File: config.mk
export PLATFORM = sky130hd
export DESIGN_NAME = robot_controller_mode_fsm_core
export DESIGN_NICKNAME = d
export VERILOG_FILES = /design/src/design/rcmf_pkg.sv /design/src/design/robot_controller_mode_fsm_core.sv
export SDC_FILE = /design/constraint.sdc
export NUM_CORES = 1
export LEC_CHECK = 0
export BUFFER_PORTS_ARGS = -buffer_cell sky130_fd_sc_hd__buf_2
export CORE_UTILIZATION = 45
export DETAILED_ROUTE_END_ITERATION = 8
export PLACE_DENSITY_LB_ADDON = 0.15
export SKIP_CTS_REPAIR_TIMING = 1
export SLEW_MARGIN = 20
export SYNTH_ARGS = -nofsm -noshare
export SYNTH_HDL_FRONTEND = slang
export SYNTH_SLANG_ARGS = --single-unit
File: constraint.sdc
create_clock -name clk -period 5.4 [get_ports clk]
set_input_delay 0 -clock clk [delete_from_list [all_inputs] [get_ports clk]]
set_output_delay 0 -clock clk [all_outputs]
set_load 0.005 [all_outputs]
File: src/design/rcmf_pkg.sv
// Shared constants for the robot controller mode machine: widths, state codes, event codes.
`default_nettype none

package rcmf_pkg;

  localparam int unsigned CNT_W   = 25;
  localparam int unsigned TICKS_W = 24;
  localparam int unsigned CFG_IDX_W = 2;

  localparam logic [3:0] ERROR_LEVEL_LIMIT = 4'd4;
  localparam logic [TICKS_W-1:0] ROBOT_TIMEOUT_RESET = 24'd100000;

  // Configuration register indexes.
  localparam logic [CFG_IDX_W-1:0] CFG_CONTROLLER_VALID = 2'd0;
  localparam logic [CFG_IDX_W-1:0] CFG_RESET_TIMEOUT    = 2'd1;
  localparam logic [CFG_IDX_W-1:0] CFG_ROBOT_TIMEOUT    = 2'd2;

  // Event codes.
  localparam logic [2:0] EV_TICK     = 3'd0;
  localparam logic [2:0] EV_ESTOP    = 3'd1;
  localparam logic [2:0] EV_RESET    = 3'd2;
  localparam logic [2:0] EV_SHUTDOWN = 3'd3;
  localparam logic [2:0] EV_TEACH    = 3'd4;
  localparam logic [2:0] EV_RUN      = 3'd5;
  localparam logic [2:0] EV_MACRO    = 3'd6;

  // Controller states.
  localparam logic [2:0] CT_INIT               = 3'd0;
  localparam logic [2:0] CT_ESTOP              = 3'd1;
  localparam logic [2:0] CT_ESTOP_TO_ENGAGED   = 3'd2;
  localparam logic [2:0] CT_ENGAGED            = 3'd3;
  localparam logic [2:0] CT_ANY_TO_ESTOP       = 3'd4;
  localparam logic [2:0] CT_ESTOP_TO_TERMINATE = 3'd5;
  localparam logic [2:0] CT_TERMINATED         = 3'd6;

  // Robot states.
  localparam logic [2:0] RB_IDLE             = 3'd0;
  localparam logic [2:0] RB_IDLE_TO_RUNNING  = 3'd1;
  localparam logic [2:0] RB_RUNNING          = 3'd2;
  localparam logic [2:0] RB_RUNNING_TO_IDLE  = 3'd3;
  localparam logic [2:0] RB_IDLE_TO_TEACHING = 3'd4;
  localparam logic [2:0] RB_TEACHING         = 3'd5;
  localparam logic [2:0] RB_TEACHING_TO_IDLE = 3'd6;

  // Servo and interpreter codes.
  localparam logic [1:0] SRV_IDLE       = 2'd0;
  localparam logic [1:0] SRV_RUN        = 2'd1;
  localparam logic [1:0] INTERP_IDLE    = 2'd0;
  localparam logic [1:0] INTERP_EXEC    = 2'd1;

  // Status codes.
  localparam logic [2:0] ST_OK            = 3'd0;
  localparam logic [2:0] ST_INVALID_OP    = 3'd1;
  localparam logic [2:0] ST_INVALID_RESET = 3'd2;
  localparam logic [2:0] ST_OFFSET_FAIL   = 3'd3;
  localparam logic [2:0] ST_SAFETY        = 3'd4;
  localparam logic [2:0] ST_DEADMAN       = 3'd5;
  localparam logic [2:0] ST_IO_MISSING    = 3'd6;

endpackage

`default_nettype wire

File: src/design/robot_controller_mode_fsm_core.sv
// Supervisory mode machine of a robot controller: one event in, one result out.
//
// Usage:
//   The input channel carries one event per beat (mode plus status inputs).
//   The result channel returns one beat per event with the controller and
//   robot states after the event, a status code and one-beat action pulses.
//   The configuration port writes controller_valid and the two timeout
//   lengths; write it only while no event is in flight.
//   The result of an event is registered and valid in the cycle after the
//   event is taken. Throughput is one event per cycle unless a held result
//   stalls the input; the state update and the result are computed in one
//   pass of logic between the state registers and the result register.
//   When the receiver stalls, the result register holds its beat and the
//   input stalls only while a held result waits; an event is taken in the
//   same cycle in which the pending result leaves.
//   A synchronous reset puts the controller in init, the robot in idle,
//   clears the reset countdown, loads the run countdown with 100000 and
//   returns the configuration registers to their reset values. No result is pending.
`default_nettype none

module robot_controller_mode_fsm_core (
  input  wire logic                          clk,
  input  wire logic                          rst_n,
  // configuration
  input  wire logic                          cfg_we,
  input  wire logic [rcmf_pkg::CFG_IDX_W-1:0] cfg_index,
  input  wire logic [rcmf_pkg::TICKS_W-1:0]  cfg_wdata,
  // event channel
  input  wire logic                          in_valid,
  output logic                               in_stall,
  input  wire logic [2:0]                    in_mode,
  input  wire logic [1:0]                    in_servo_status,
  input  wire logic [1:0]                    in_interp_status,
  input  wire logic [3:0]                    in_error_level,
  input  wire logic                          in_group_stopped,
  input  wire logic                          in_auto_mode,
  input  wire logic                          in_offset_ok,
  input  wire logic                          in_safety_ready,
  input  wire logic                          in_deadman_ok,
  input  wire logic                          in_io_ok,
  // result channel
  output logic                               out_valid,
  input  wire logic                          out_stall,
  output logic [2:0]                         out_ctrl_now,
  output logic [2:0]                         out_robot_now,
  output logic [2:0]                         out_status,
  output logic                               out_abort_motion,
  output logic                               out_stop0_request,
  output logic                               out_clear_group,
  output logic                               out_reset_group,
  output logic                               out_power_off,
  output logic                               out_error_present
);

  // Configuration registers.
  logic                           ctrl_valid_r;
  logic [rcmf_pkg::TICKS_W-1:0]   reset_ticks_r;
  logic [rcmf_pkg::TICKS_W-1:0]   robot_ticks_r;

  // Mode state and countdowns.
  logic [2:0]                     ctrl_mode_r, ctrl_mode_nxt;
  logic [2:0]                     robot_mode_r, robot_mode_nxt;
  logic [rcmf_pkg::CNT_W-1:0]     reset_cnt_r, reset_cnt_nxt;
  logic [rcmf_pkg::CNT_W-1:0]     run_cnt_r, run_cnt_nxt;

  // Result register.
  logic                           out_valid_r;
  logic [2:0]                     ctrl_now_r, robot_now_r, status_r;
  logic                           abort_r, stop0_r, clr_r, rst_grp_r, poff_r, err_r;

  logic [2:0]                     status_nxt;
  logic                           abort_nxt, stop0_nxt, clr_nxt, rst_grp_nxt, poff_nxt;
  logic                           err;
  logic                           srv_idle, srv_run, exec;
  logic                           in_fire;
  logic [rcmf_pkg::CNT_W-1:0]     reset_dec, run_dec;

  assign in_stall   = out_valid_r & out_stall;
  assign in_fire    = in_valid & ~in_stall;

  assign err        = in_error_level >= rcmf_pkg::ERROR_LEVEL_LIMIT;
  assign srv_idle   = in_servo_status == rcmf_pkg::SRV_IDLE;
  assign srv_run    = in_servo_status == rcmf_pkg::SRV_RUN;
  assign exec       = in_interp_status == rcmf_pkg::INTERP_EXEC;
  assign reset_dec  = reset_cnt_r - 1'b1;
  assign run_dec    = run_cnt_r - 1'b1;

  always_comb begin
    ctrl_mode_nxt  = ctrl_mode_r;
    robot_mode_nxt = robot_mode_r;
    reset_cnt_nxt  = reset_cnt_r;
    run_cnt_nxt    = run_cnt_r;
    status_nxt     = rcmf_pkg::ST_OK;
    abort_nxt      = 1'b0;
    stop0_nxt      = 1'b0;
    clr_nxt        = 1'b0;
    rst_grp_nxt    = 1'b0;
    poff_nxt       = 1'b0;

    case (in_mode)
      rcmf_pkg::EV_TICK, rcmf_pkg::EV_MACRO: begin
        // A servo fault while engaged forces the controller toward estop.
        if (ctrl_mode_r == rcmf_pkg::CT_ENGAGED && !srv_idle && !srv_run) begin
          if (robot_mode_r inside {rcmf_pkg::RB_TEACHING, rcmf_pkg::RB_IDLE_TO_TEACHING,
                                   rcmf_pkg::RB_TEACHING_TO_IDLE}) begin
            clr_nxt = 1'b1;
          end
          abort_nxt     = 1'b1;
          ctrl_mode_nxt = rcmf_pkg::CT_ANY_TO_ESTOP;
        end

        // The controller step sees the robot state from before this tick.
        case (ctrl_mode_nxt)
          rcmf_pkg::CT_ANY_TO_ESTOP: begin
            if (robot_mode_r == rcmf_pkg::RB_IDLE && !srv_run) begin
              ctrl_mode_nxt = rcmf_pkg::CT_ESTOP;
            end
          end
          rcmf_pkg::CT_ESTOP_TO_ENGAGED: begin
            if (robot_mode_r == rcmf_pkg::RB_IDLE && srv_idle && !err) begin
              ctrl_mode_nxt = rcmf_pkg::CT_ENGAGED;
            end else begin
              reset_cnt_nxt = reset_dec;
              if (reset_dec[rcmf_pkg::CNT_W-1]) begin
                ctrl_mode_nxt = rcmf_pkg::CT_ESTOP;
              end
            end
          end
          rcmf_pkg::CT_ESTOP_TO_TERMINATE: begin
            if (robot_mode_r == rcmf_pkg::RB_IDLE) begin
              ctrl_mode_nxt = rcmf_pkg::CT_TERMINATED;
              poff_nxt      = 1'b1;
            end
          end
          rcmf_pkg::CT_ENGAGED: begin
            if (err) begin
              abort_nxt     = 1'b1;
              ctrl_mode_nxt = rcmf_pkg::CT_ANY_TO_ESTOP;
            end
          end
          rcmf_pkg::CT_INIT: begin
            ctrl_mode_nxt = rcmf_pkg::CT_ESTOP;
          end
          default: begin
          end
        endcase

        case (robot_mode_r)
          rcmf_pkg::RB_IDLE_TO_RUNNING: begin
            if (err) begin
              robot_mode_nxt = rcmf_pkg::RB_RUNNING_TO_IDLE;
            end else if (exec) begin
              robot_mode_nxt = rcmf_pkg::RB_RUNNING;
            end else begin
              run_cnt_nxt = run_dec;
              if (run_dec[rcmf_pkg::CNT_W-1]) begin
                robot_mode_nxt = rcmf_pkg::RB_RUNNING_TO_IDLE;
              end
            end
          end
          rcmf_pkg::RB_IDLE_TO_TEACHING: begin
            robot_mode_nxt = rcmf_pkg::RB_TEACHING;
          end
          rcmf_pkg::RB_RUNNING_TO_IDLE: begin
            if (!exec && !srv_run) begin
              run_cnt_nxt    = {1'b0, robot_ticks_r};
              robot_mode_nxt = rcmf_pkg::RB_IDLE;
            end
          end
          rcmf_pkg::RB_TEACHING_TO_IDLE: begin
            if (!srv_run) begin
              run_cnt_nxt    = {1'b0, robot_ticks_r};
              robot_mode_nxt = rcmf_pkg::RB_IDLE;
            end
          end
          rcmf_pkg::RB_RUNNING: begin
            if (!exec) begin
              robot_mode_nxt = rcmf_pkg::RB_RUNNING_TO_IDLE;
            end
          end
          rcmf_pkg::RB_TEACHING: begin
            if (in_group_stopped) begin
              robot_mode_nxt = rcmf_pkg::RB_TEACHING_TO_IDLE;
            end
          end
          default: begin
          end
        endcase

        // Macro launch looks at the states after this tick's transitions.
        if (in_mode == rcmf_pkg::EV_MACRO && in_auto_mode &&
            in_interp_status == rcmf_pkg::INTERP_IDLE &&
            ctrl_mode_nxt == rcmf_pkg::CT_ENGAGED &&
            robot_mode_nxt == rcmf_pkg::RB_IDLE) begin
          robot_mode_nxt = rcmf_pkg::RB_IDLE_TO_RUNNING;
        end
      end

      rcmf_pkg::EV_ESTOP: begin
        if (ctrl_mode_r inside {rcmf_pkg::CT_ENGAGED, rcmf_pkg::CT_ESTOP_TO_ENGAGED,
                                rcmf_pkg::CT_INIT}) begin
          stop0_nxt     = 1'b1;
          abort_nxt     = 1'b1;
          ctrl_mode_nxt = rcmf_pkg::CT_ANY_TO_ESTOP;
        end else begin
          status_nxt = rcmf_pkg::ST_INVALID_OP;
        end
      end

      rcmf_pkg::EV_RESET: begin
        if (!ctrl_valid_r) begin
          status_nxt = rcmf_pkg::ST_INVALID_RESET;
        end else if (ctrl_mode_r == rcmf_pkg::CT_ENGAGED) begin
          status_nxt = rcmf_pkg::ST_OK;
        end else if (ctrl_mode_r inside {rcmf_pkg::CT_ESTOP, rcmf_pkg::CT_INIT}) begin
          if (!in_offset_ok) begin
            abort_nxt     = 1'b1;
            ctrl_mode_nxt = rcmf_pkg::CT_ANY_TO_ESTOP;
            status_nxt    = rcmf_pkg::ST_OFFSET_FAIL;
          end else if (!in_safety_ready) begin
            status_nxt = rcmf_pkg::ST_SAFETY;
          end else if (!in_deadman_ok) begin
            status_nxt = rcmf_pkg::ST_DEADMAN;
          end else if (!in_io_ok) begin
            status_nxt = rcmf_pkg::ST_IO_MISSING;
          end else begin
            ctrl_mode_nxt = rcmf_pkg::CT_ESTOP_TO_ENGAGED;
            rst_grp_nxt   = 1'b1;
            reset_cnt_nxt = {1'b0, reset_ticks_r};
          end
        end else begin
          status_nxt = rcmf_pkg::ST_INVALID_RESET;
        end
      end

      rcmf_pkg::EV_SHUTDOWN: begin
        if (ctrl_mode_r == rcmf_pkg::CT_ESTOP) begin
          ctrl_mode_nxt = rcmf_pkg::CT_ESTOP_TO_TERMINATE;
        end else begin
          status_nxt = rcmf_pkg::ST_INVALID_OP;
        end
      end

      rcmf_pkg::EV_TEACH: begin
        if (robot_mode_r == rcmf_pkg::RB_IDLE) begin
          robot_mode_nxt = rcmf_pkg::RB_IDLE_TO_TEACHING;
        end
      end

      rcmf_pkg::EV_RUN: begin
        if (robot_mode_r == rcmf_pkg::RB_IDLE) begin
          robot_mode_nxt = rcmf_pkg::RB_IDLE_TO_RUNNING;
        end
      end

      default: begin
        status_nxt = rcmf_pkg::ST_INVALID_OP;
      end
    endcase
  end

  // Configuration writes; an index past the register list is ignored.
  always_ff @(posedge clk) begin
    if (!rst_n) begin
      ctrl_valid_r  <= 1'b0;
      reset_ticks_r <= '0;
      robot_ticks_r <= rcmf_pkg::ROBOT_TIMEOUT_RESET;
    end else if (cfg_we) begin
      case (cfg_index)
        rcmf_pkg::CFG_CONTROLLER_VALID: ctrl_valid_r  <= cfg_wdata[0];
        rcmf_pkg::CFG_RESET_TIMEOUT:    reset_ticks_r <= cfg_wdata;
        rcmf_pkg::CFG_ROBOT_TIMEOUT:    robot_ticks_r <= cfg_wdata;
        default: begin
        end
      endcase
    end
  end

  always_ff @(posedge clk) begin
    if (!rst_n) begin
      ctrl_mode_r  <= rcmf_pkg::CT_INIT;
      robot_mode_r <= rcmf_pkg::RB_IDLE;
      reset_cnt_r  <= '0;
      run_cnt_r    <= {1'b0, rcmf_pkg::ROBOT_TIMEOUT_RESET};
    end else if (in_fire) begin
      ctrl_mode_r  <= ctrl_mode_nxt;
      robot_mode_r <= robot_mode_nxt;
      reset_cnt_r  <= reset_cnt_nxt;
      run_cnt_r    <= run_cnt_nxt;
    end
  end

  always_ff @(posedge clk) begin
    if (!rst_n) begin
      out_valid_r <= 1'b0;
    end else if (in_fire) begin
      out_valid_r <= 1'b1;
    end else if (!out_stall) begin
      out_valid_r <= 1'b0;
    end
  end

  // Result payload loads with each accepted event and holds while stalled.
  always_ff @(posedge clk) begin
    if (in_fire) begin
      ctrl_now_r  <= ctrl_mode_nxt;
      robot_now_r <= robot_mode_nxt;
      status_r    <= status_nxt;
      abort_r     <= abort_nxt;
      stop0_r     <= stop0_nxt;
      clr_r       <= clr_nxt;
      rst_grp_r   <= rst_grp_nxt;
      poff_r      <= poff_nxt;
      err_r       <= err;
    end
  end

  assign out_valid         = out_valid_r;
  assign out_ctrl_now      = ctrl_now_r;
  assign out_robot_now     = robot_now_r;
  assign out_status        = status_r;
  assign out_abort_motion  = abort_r;
  assign out_stop0_request = stop0_r;
  assign out_clear_group   = clr_r;
  assign out_reset_group   = rst_grp_r;
  assign out_power_off     = poff_r;
  assign out_error_present = err_r;

endmodule

`default_nettype wire
==> impl_metrics.csv <==
group,metric,value,unit
run_status,outcome,"completed",
sta,timing.final.crit_period,3065,ps
critical_path,worstPathCellList,"inv_1 -> ha_1 -> or4b_4 -> or4_4 -> or3_4 -> a41o_1 -> o2111ai_1 -> a22oi_1",
detailed_routing,vias_per_cell,5.951,
critical_path,critPathMaxFanout,10,
floorplanning,num_io_pins,65,
floorplanning,die_h,121.2,um
critical_path,worstPathRequired,5550,ps
global_routing,antenna_found_initial,0,
global_routing,grt_pass1_wl,29300,um
sta,hold_viol_final,0,
sta,setup_tns,0,ps
synth,syn_area,6390,um^2
pwr,leakagePower,2.832,nW
synth,syn_nets,906,
clock_tree,h-tree-depth,4,
floorplanning,core,13880,um^2
synth,synth.avg_cell_area,7.465,um^2
layout,fillers,1352,
synth,synth-edff-count,15,
sta,maxSlewViolCount,0,
critical_path,critPathLaunchType,"flip-flop",
sta,setup_viol,0,
synth,ys_seq_area_share,40.26,%
sta,period_share,56.76,%
floorplanning,fp.dieArea,14680,um^2
sta,fmax,326.3,MHz
sta,grt_setup_unrepaired,"false",
floorplanning,row_count,43,
critical_path,slowest_delay,640,ps
place,gp_congestion,0.8794,
place,dpl-instance-area,6729,um^2
clock_tree,clockBufferDepth,2,
pwr,comb_power_share,12.4,%
pwr,p_seq_share,42.3,%
floorplanning,start_util,46.03,%
synth,yosysUniqueCellTypes,68,
critical_path,startpoint,"reset_cnt_r[0]$_SDFFE_PN0P_",
layout,n_antenna_cell,0,
pwr,internal-power,0.001712,W
critical_path,critPathBufInv,1,
critical_path,reg2reg_to,"out_robot_now[0]$_DFFE_PP_",
pwr,p_per_area,304.0,nW/um^2
synth,ys_ff_latch,121,
sta,fin_worst_skew,14.68,ps
critical_path,path_delay_family,"simple AND/OR/NAND/NOR gates",
synth,synth_flop_cell,"dfxtp_1",
place,hpwl,12250,um
layout,area_growth,18.17,%
layout,fin_area,7551,um^2
floorplanning,die_w,121.2,um
detailed_routing,vias,6534,
critical_path,worstReg2RegStart,"reset_cnt_r[0]$_SDFFE_PN0P_",
critical_path,ff2ff_setup_slack,2330,ps
layout,layout_commonest_cell,"nand2_1",
sta,max_slew_margin,32.95,%
synth,syn_inst,856,
clock_tree,cts_tree,"done",
layout,final_nets,956,
detailed_routing,drt_iter0_markers,625,
layout,final_cell_mix,"nand2_1 (151), a21oi_1 (108), dfxtp_1 (106)",
detailed_routing,drt_drc_violations_left,0,
synth,synth-async-reset-ratio,0,%
pwr,power.switching,0.0005836,W
critical_path,crit_slowest_cell,"or4_4",
detailed_routing,drt_first_pass_iters,5,
layout,drive_above_1_share,12.85,%
place,io_buffers,62,
clock_tree,clock_latency,420,ps
clock_tree,root_buffer,"clkbuf_16",
detailed_routing,drt_wl_total,18380,um
critical_path,cp-end-kind,"flip-flop",
critical_path,critical_path_class,"flip-flop to flip-flop",
critical_path,cp.arrival,3220,ps
critical_path,path_depth,8,
sta,max_slew.worst_pin.slew,1003,ps
synth,ys_warn_count,0,
detailed_routing,wl_per_cell,16.74,um
detailed_routing,ant_nets,0,
critical_path,crit_path_end,"out_robot_now[0]$_DFFE_PP_",
critical_path,r2r_cells,8,
clock_tree,cts_buffers,17,
global_routing,grt_usage,25.40,%
min_path,holdCritPathClass,"input pin to flip-flop",
global_routing,gr-total-overflow,0,
clock_tree,path_clk_slew,50,ps
pwr,irDropWorstVdd,187.5,uV
global_routing,grt_max_degree,45,
pwr,clkPwrFrac,45.3,%
pwr,switching_share,25.42,%
global_routing,grt_pass1_vias,6084,
clock_tree,cts_sinks,121,
job,cap_violations,0,
==> registers in the layout, summed over array words and instances, names as in the netlist, 3 cells and up <==
name           flops
reset_ticks_r     24
run_cnt_r         25
reset_cnt_r       25
out_ctrl_now       3
robot_ticks_r     24
out_robot_now      3
out_status         3
ctrl_mode_r        3
robot_mode_r       3
==> layer usage <==
metal | wire (um) | track usage (%)
met1 | 8073 | 31.50
met2 | 8954 | 43.36
met3 | 1012 | 4.370
met4 | 339 | 10.49
met5 | 0 | 0
==> worst register-to-register path: stages (launching register included) <==
cell	delay [ps]
dfxtp_1	320
inv_1	100
ha_1	230
or4b_4	520
or4_4	640
or3_4	380
a41o_1	300
o2111ai_1	170
a22oi_1	140
==> cell type report <==
cell class / instances / area (um^2) / share of cell area (%)
inverters: 16 / 60.06 / 0.7954
well taps: 180 / 225.2 / 2.983
multi-input cells: 655 / 3521 / 46.63
clock buffers: 29 / 530.5 / 7.026
flip-flops and latches: 121 / 2572 / 34.07
clock inverters: 2 / 10.01 / 0.1326
repair buffers: 95 / 631.9 / 8.368
==> power by group through the flow <==
stage               registers (W)  logic (W)  clock network, W
floorplan                0.000975   0.000196                 0
global placement         0.000989   0.000260                 0
detailed placement       0.000990   0.000265                 0
CTS                      0.000971   0.000267           0.00106
global route             0.000976   0.000317           0.00109
finish                   0.000972   0.000285           0.00104
==> worst min-delay path by stage <==
stage	start	endpoint	depth (start not counted)
finish	in_offset_ok	out_status[2]$_DFFE_PP_	3
floorplan	in_valid	out_valid$_SDFFE_PN0P_	1
CTS	in_valid	out_valid$_SDFFE_PN0P_	2
global route	in_offset_ok	out_abort_motion$_DFFE_PP_	4
global placement	in_valid	out_valid$_SDFFE_PN0P_	2
detailed placement	in_valid	out_valid$_SDFFE_PN0P_	2
==> through the flow <==
step | util, % | setup slack, ps | std cells | total power, W | hold WS [ps]
4_1_cts | 52.37 | 2350 | 1070 | 0.002293 | -211.9
2_1_floorplan | - | 2602 | 856 | 0.001171 | 123.8
3_3_place_gp | 48.40 | 2403 | 1038 | 0.001250 | 217.5
5_1_grt | 54.40 | 2183 | 1098 | 0.002383 | 33.65
3_5_place_dp | 48.48 | 2388 | 1039 | 0.001255 | 229.9
6_report | 54.40 | 2335 | 1098 | 0.002296 | 26.82
==> synthesized netlist by cell type (6+ instances only) <==
library cell,n,area [um^2]
nand3_1,18,90.09
and2_1,13,81.33
inv_1,16,60.06
clkbuf_1,59,221.5
a211oi_1,7,52.55
a31oi_1,13,81.33
nor3_1,26,130.1
o31ai_1,11,82.58
nand2_1,151,566.8
nor2b_1,6,37.54
nand2b_1,12,75.07
o22ai_1,6,37.54
or2_2,7,43.79
or3_1,12,75.07
o21ai_0,66,330.3
nor2_1,80,300.3
nor4_1,14,87.58
dfxtp_1,106,2122
o21a_1,9,67.56
edfxtp_1,15,450.4
a21oi_1,108,540.5
==> kinds of logic after synthesis <==
kind of cell	after synthesis	synth area share (%)
and+or+nand+nor	374	27.75
AOI/OAI and AO/OA	276	26.28
DFF	121	40.26
buffers and inverters	80	4.856
adders and majority gates	3	0.5482
muxes	2	0.3133
No activity file was read; power rests on OpenSTA's default activity.
